**src/design/distance_vector_route_table_core_defines.svh**
```systemverilog
// Assertion macros shared by the route table RTL.
// Define NO_ASSERTIONS to compile them out.
`ifndef DISTANCE_VECTOR_ROUTE_TABLE_CORE_DEFINES_SVH
`define DISTANCE_VECTOR_ROUTE_TABLE_CORE_DEFINES_SVH
`ifndef NO_ASSERTIONS
`define DVRT_ASSERT(label, clk, rst_n, prop, msg) \
    label: assert property (@(posedge clk) disable iff (!rst_n) prop) else $error(msg);
`define DVRT_NEVER(label, clk, rst_n, cond, msg) \
    label: assert property (@(posedge clk) disable iff (!rst_n) !(cond)) else $error(msg);
`else
`define DVRT_ASSERT(label, clk, rst_n, prop, msg)
`define DVRT_NEVER(label, clk, rst_n, cond, msg)
`endif
`endif

```
**src/design/dvrt_pkg.sv**
```systemverilog
// Shared types and constants of the distance-vector route table.
// No dependencies.
package dvrt_pkg;

    localparam int IN_W  = 136;
    localparam int IN_USER_W = 2;
    localparam int OUT_W = 72;
    localparam int USER_W = 2;
    localparam int CFG_IDX_W = 2;
    localparam int CFG_DATA_W = 32;

    localparam logic [4:0] METRIC_INF = 5'd16;

    localparam logic [1:0] OP_UPDATE    = 2'd0;
    localparam logic [1:0] OP_AGING     = 2'd1;
    localparam logic [1:0] OP_ADVERTISE = 2'd2;

    localparam logic [1:0] ST_FREE    = 2'd0;
    localparam logic [1:0] ST_ACTIVE  = 2'd1;
    localparam logic [1:0] ST_TIMEOUT = 2'd2;

    localparam logic [1:0] CFG_OWN_ADDRESS = 2'd0;
    localparam logic [1:0] CFG_ROUTE_TIMEOUT = 2'd1;
    localparam logic [1:0] CFG_PURGE_DELAY = 2'd2;

    localparam logic [15:0] RESET_ROUTE_TIMEOUT = 16'd180;
    localparam logic [15:0] RESET_PURGE_DELAY = 16'd120;

    typedef enum logic [2:0] {
        S_IDLE,
        S_READ,
        S_EVAL,
        S_ALLOC,
        S_FINAL
    } t_state;

    typedef struct packed {
        logic load_item;
        logic inc_idx;
        logic eval;
        logic alloc;
        logic push_adv;
        logic push_final;
    } t_ctrl_cmd;

    typedef struct packed {
        logic [1:0] opcode;
        logic       own_hit;
        logic       idx_last;
        logic       match;
        logic       adv_hit;
        logic       have_held;
        logic       out_free;
    } t_dp_stat;

endpackage

```
**src/design/dvrt_ctrl.sv**
```systemverilog
// Sequencer of the route table: walks the entries and orders result transfers.
// Depends on dvrt_pkg and the assertion macro header.
`include "distance_vector_route_table_core_defines.svh"
module dvrt_ctrl (
    input  logic                i_clk,
    input  logic                i_rst_n,
    input  logic                i_in_valid,
    output logic                o_in_ready,
    input  dvrt_pkg::t_dp_stat  i_stat,
    output dvrt_pkg::t_ctrl_cmd o_cmd
);
    import dvrt_pkg::*;

    t_state r_state, n_state;

    always_ff @(posedge i_clk) begin
        if (!i_rst_n) begin
            r_state <= S_IDLE;
        end else begin
            r_state <= n_state;
        end
    end

    always_comb begin
        n_state = r_state;
        o_cmd = '0;
        o_in_ready = 1'b0;
        case (r_state)
            S_IDLE: begin
                o_in_ready = 1'b1;
                if (i_in_valid) begin
                    o_cmd.load_item = 1'b1;
                    n_state = S_READ;
                end
            end
            S_READ: begin
                n_state = S_EVAL;
            end
            S_EVAL: begin
                case (i_stat.opcode)
                    OP_UPDATE: begin
                        if (i_stat.own_hit) begin
                            n_state = S_FINAL;
                        end else if (i_stat.match) begin
                            o_cmd.eval = 1'b1;
                            n_state = S_FINAL;
                        end else if (i_stat.idx_last) begin
                            o_cmd.eval = 1'b1;
                            n_state = S_ALLOC;
                        end else begin
                            o_cmd.eval = 1'b1;
                            o_cmd.inc_idx = 1'b1;
                            n_state = S_READ;
                        end
                    end
                    OP_AGING, OP_ADVERTISE: begin
                        // hold while an older route waits for the output slot
                        if (!(i_stat.opcode == OP_ADVERTISE && i_stat.adv_hit &&
                              i_stat.have_held && !i_stat.out_free)) begin
                            o_cmd.eval = 1'b1;
                            o_cmd.push_adv = (i_stat.opcode == OP_ADVERTISE) &&
                                             i_stat.adv_hit && i_stat.have_held;
                            if (i_stat.idx_last) begin
                                n_state = S_FINAL;
                            end else begin
                                o_cmd.inc_idx = 1'b1;
                                n_state = S_READ;
                            end
                        end
                    end
                    default: begin
                        n_state = S_FINAL;
                    end
                endcase
            end
            S_ALLOC: begin
                o_cmd.alloc = 1'b1;
                n_state = S_FINAL;
            end
            S_FINAL: begin
                if (i_stat.out_free) begin
                    o_cmd.push_final = 1'b1;
                    n_state = S_IDLE;
                end
            end
            default: begin
                n_state = S_IDLE;
            end
        endcase
    end

    `DVRT_NEVER(a_one_push, i_clk, i_rst_n, o_cmd.push_adv && o_cmd.push_final, "double push")
    `DVRT_ASSERT(a_push_free, i_clk, i_rst_n, (o_cmd.push_adv || o_cmd.push_final) |-> i_stat.out_free, "push into full output")
    `DVRT_ASSERT(a_load_read, i_clk, i_rst_n, o_cmd.load_item |=> (r_state == S_READ), "load did not start sweep")
    `DVRT_ASSERT(a_alloc_once, i_clk, i_rst_n, (r_state == S_ALLOC) |=> (r_state == S_FINAL), "alloc not followed by result")

endmodule

```
**config.mk**
```make
export PLATFORM = sky130hd
export DESIGN_NAME = dvrt_ctrl
export DESIGN_NICKNAME = d
export VERILOG_FILES = /design/src/design/dvrt_pkg.sv /design/src/design/dvrt_ctrl.sv
export VERILOG_INCLUDE_DIRS = /design/src /design/src/design
export SDC_FILE = /design/constraint.sdc
export NUM_CORES = 1
export LEC_CHECK = 0
export BUFFER_PORTS_ARGS = -buffer_cell sky130_fd_sc_hd__buf_4
export CAP_MARGIN = 5
export CORE_AREA = 2 2 39 41
export CTS_CLUSTER_DIAMETER = 80
export CTS_CLUSTER_SIZE = 25
export DETAILED_ROUTE_END_ITERATION = 6
export DIE_AREA = 0 0 41 43
export MAX_ROUTING_LAYER = met4
export SYNTH_ARGS = -nofsm -noshare
export SYNTH_HDL_FRONTEND = slang
export SYNTH_SLANG_ARGS = --single-unit
```
**constraint.sdc**
```tcl
create_clock -name i_clk -period 4.72 [get_ports i_clk]
set_clock_uncertainty 0.05 [all_clocks]
set_input_delay 0.472 -clock i_clk [delete_from_list [all_inputs] [get_ports i_clk]]
set_output_delay 0.472 -clock i_clk [all_outputs]
set_load 0.05 [all_outputs]
```
Word level (Yosys, flattened, before mapping)
Index checks and enable logic that the tools add are counted.

word-level totals
  bits in registers = 3
  bits in latches = 0
  RAM bits = 0
  ROM bits = 0
  output and inout bits = 7
  logic and storage cells = 42
  memories = 0

cells by class
  add/subtract/negate cells = 0
  multiply operators = 0
  divide/modulo/power cells = 0
  $lt $le $gt $ge = 0
  equal/unequal tests = 9
  shift-type cells = 0
  muxes and demuxes = 24
  bitwise gates (word level) = 0
  reduce and logical (&&, ||, !) cells = 8

operators with widths
  kind                                                  count
  two-way mux 3 bit                                     6
  case mux 3 bit (5 select lines)                       1
  two-way mux 1 bit                                     11
  two-way mux 2 bit                                     4
  equality test 3 x 2 -> 1 bit (second input constant)  2
  case mux 3 bit (2 select lines)                       1
  inequality test 2 bit (second input constant)         2
  case mux 2 bit (2 select lines)                       1
  equality test 3 x 1 -> 1 bit (second input constant)  1
  equality test 3 bit (second input constant)           1
  logical AND 1 bit                                     3
  logical NOT 3 bit                                     1
  inequality test 3 bit (second input constant)         1
  AND reduction 3 bit                                   1
  equality test 2 x 1 -> 1 bit (second input constant)  1
  equality test 2 bit (second input constant)           1
  logical NOT 2 bit                                     1
  OR reduction 2 bit                                    1
  logical NOT 1 bit                                     1

Depth between registers and ports, before layout
  word-level depth = 7
  mapped depth = 6

Worst setup path after synthesis
OpenSTA, ideal clock, no wires.

  kind = input to output
  start = input i_stat[6] (netlist name)
  end = output o_cmd[4] (netlist name)
  arrival time = 2.390 ns
  slack = 1.808 ns
  stages = 4
  cells stage by stage = inv_1 > ha_1 > or3b_2 > a211oi_1

RTL lines
  item         RTL line         source
  from (decl)  dvrt_ctrl.sv:9   input dvrt_pkg::t_dp_stat i_stat,
  to (decl)    dvrt_ctrl.sv:10  output dvrt_pkg::t_ctrl_cmd o_cmd

==> qor.yml <==
status: "complete, no violations"
fin_util_pct: 35.4
crit_top_cell: "buf_4"
largest_reg_flops: 3
slowest_stage: "or3b_2"
power.density_nw_per_um2: 252
die_x_um: 41
synth_area_sq_um: 337
fill_cells: 163
portBuffers: 17
drcViolationCount: 0
gp_congestion: 0.725
syn_inst: 43
cts_buffer_depth: 2
synth_fp_nets: 57
drive_above_1_share_pct: 37.1
slew_headroom_pct: 79.1
criticalPathCategory: "in2out"
reg_top3: "r_state (3)"
largest_register: "r_state"
cts_setup_buffers: 0
power_leakage_nw: 0.222
crit_buf_inv: 3
ys_types: 25
grt.total_usage_pct: 10.7
crit_path_end_kind: "primary output"
ys_ff_latch: 3
core_area_sq_um: 1380
nNetsFinal: 77
io_pins: 18
rsz0062_at_grt: "false"
yosysMostFrequentCell: "inv_1"
synth_area_per_cell_sq_um: 7.83
insertion_delay_ns: 0.23
finalSetupViolations: 0
multi_input_area_sq_um: 236
num_rows: 14
cts_root_buf: "clkbuf_4"
ys_async_sr_fraction_pct: 0
antenna_found_initial: 0
yosys_warnings: 0
clkSinkCount: 3
start_util_pct: 24.3
synth-edff-count: 0
fin_crit_sh_pct: 49.3
synthTopCellsByCount: "inv_1 (5), nand2_1 (4), dfxtp_1 (3), ha_1 (3)"
regArea_sq_um: 60.1
tightestPinTransition_ns: 0.314
cts_buffers: 3
hold_class: "in2reg"
start_kind: "input port"
cp.arrival_ns: 1.81
critPathMaxFanout: 3
cp.required_ns: 4.20
n_antenna_cell: 0
ir_worst_vdd_mv: 0.111
clk_pin_slew_ns: 0.04
area_delta_synth_final_pct: 45.4
dp_hpwl_um: 634
wl_per_cell_um: 10.0
viasPerCell: 4.87
cts_tree: "built"
synthTopCellsByArea: "dfxtp_1 (18%), ha_1 (11%), inv_1 (5.6%), a211oi_1 (4.5%), nand2_1 (4.5%)"
critPathTopFamily: "simple AND/OR/NAND/NOR gates"
synth_largest_area_cell: "dfxtp_1"
dieHeight_um: 43
grt_overflow: 0
hold_viol: 0
yosysSeqAreaShare_pct: 17.8
routed-via-count: 380
crit_chain: "buf_4, inv_1, ha_1, or3b_2, a211oi_1, buf_4"
max_freq_mhz: 429
fin_crit_ns: 2.33
grt_pass1_wl_um: 1230
fin_setup_tns_ns: 0
h-tree-depth: 1
max_stage_delay_ns: 0.48
cts_resized: 0
cap_violations: 0
first_global_vias: 334
drt_iter0_drc: 9
die-area_sq_um: 1760
ctsHoldBuffers: 0
yosysTopAreaCellShare_pct: 17.8
drv_slew: 0
antenna_left: 0
grt_max_degree: 12
wl_um: 783
synth_flop_cell: "dfxtp_1"
drtPass1Iterations: 4
## where the power goes
part           switching [mW]  total (mW)  internal [mW]
combinational          0.0262      0.0457         0.0196
sequential            0.00495      0.0327         0.0277
clock                  0.0131      0.0447         0.0317
## cell families (layout without fill, tap and decap cells)
family / Yosys count / count (layout) / share of synthesized area [%]
and+or+nand+nor: 19 / 19 / 35.7
buffers and inverters: 7 / 26 / 11.9
adders and majority gates: 3 / 3 / 11.2
AOI/OAI and AO/OA: 11 / 11 / 23.4
DFF: 3 / 3 / 17.8
## path summary, 6_finish.rpt
check	startpoint	cells after the start	slack (ns)	to
min reg2reg	r_state[2]$_SDFFE_PN0P_	2	0.63	r_state[1]$_SDFFE_PN0P_
max reg2reg	r_state[1]$_SDFFE_PN0P_	4	2.96	r_state[1]$_SDFFE_PN0P_
min	i_rst_n	2	0.44	r_state[2]$_SDFFE_PN0P_
max	i_stat[6]	6	2.39	o_cmd[4]
## cells in the final DEF, fill, tap and decap left out, types with 2 or more instances in the layout
cell type,netlist,final
and3_1,2,2
a211oi_1,2,2
and2_1,2,2
dfxtp_1,3,3
nor3_1,2,2
ha_1,3,3
clkbuf_4,0,3
o21ai_0,2,2
a21oi_1,2,2
buf_4,1,17
nor4_1,2,2
nand2_1,4,4
inv_1,5,5
## metrics by stage
step | hold slack (ns) | cell area [sq um] | total power, mW | std cells | worst slack (ns)
detailed placement | 0.614 | 463 | 0.0790 | 74 | 2.38
global placement | 0.602 | 463 | 0.0792 | 74 | 2.43
finish | 0.437 | 489 | 0.123 | 78 | 2.39
CTS | 0.431 | 489 | 0.126 | 78 | 2.38
floorplan | 0.542 | 337 | 0.0650 | 43 | 1.81
global route | 0.435 | 489 | 0.132 | 78 | 2.32
## layer usage
layer	GRT usage (%)	share of wire, %	up-vias
li1	-	-	197
met1	12.8	46	166
met3	0	8.7	0
met4	12.0	0	0
met5	-	0	-
met2	14.4	46	17
## final cells by class
| cell class | count | area share [%] |
|---|---|---|
| multi-input cells | 33 | 48.3 |
| well taps | 16 | 4.09 |
| repair buffers | 17 | 26.1 |
| flip-flops and latches | 3 | 12.3 |
| clock buffers | 4 | 5.37 |
| inverters | 5 | 3.84 |
No activity file was read; power rests on OpenSTA's default activity.
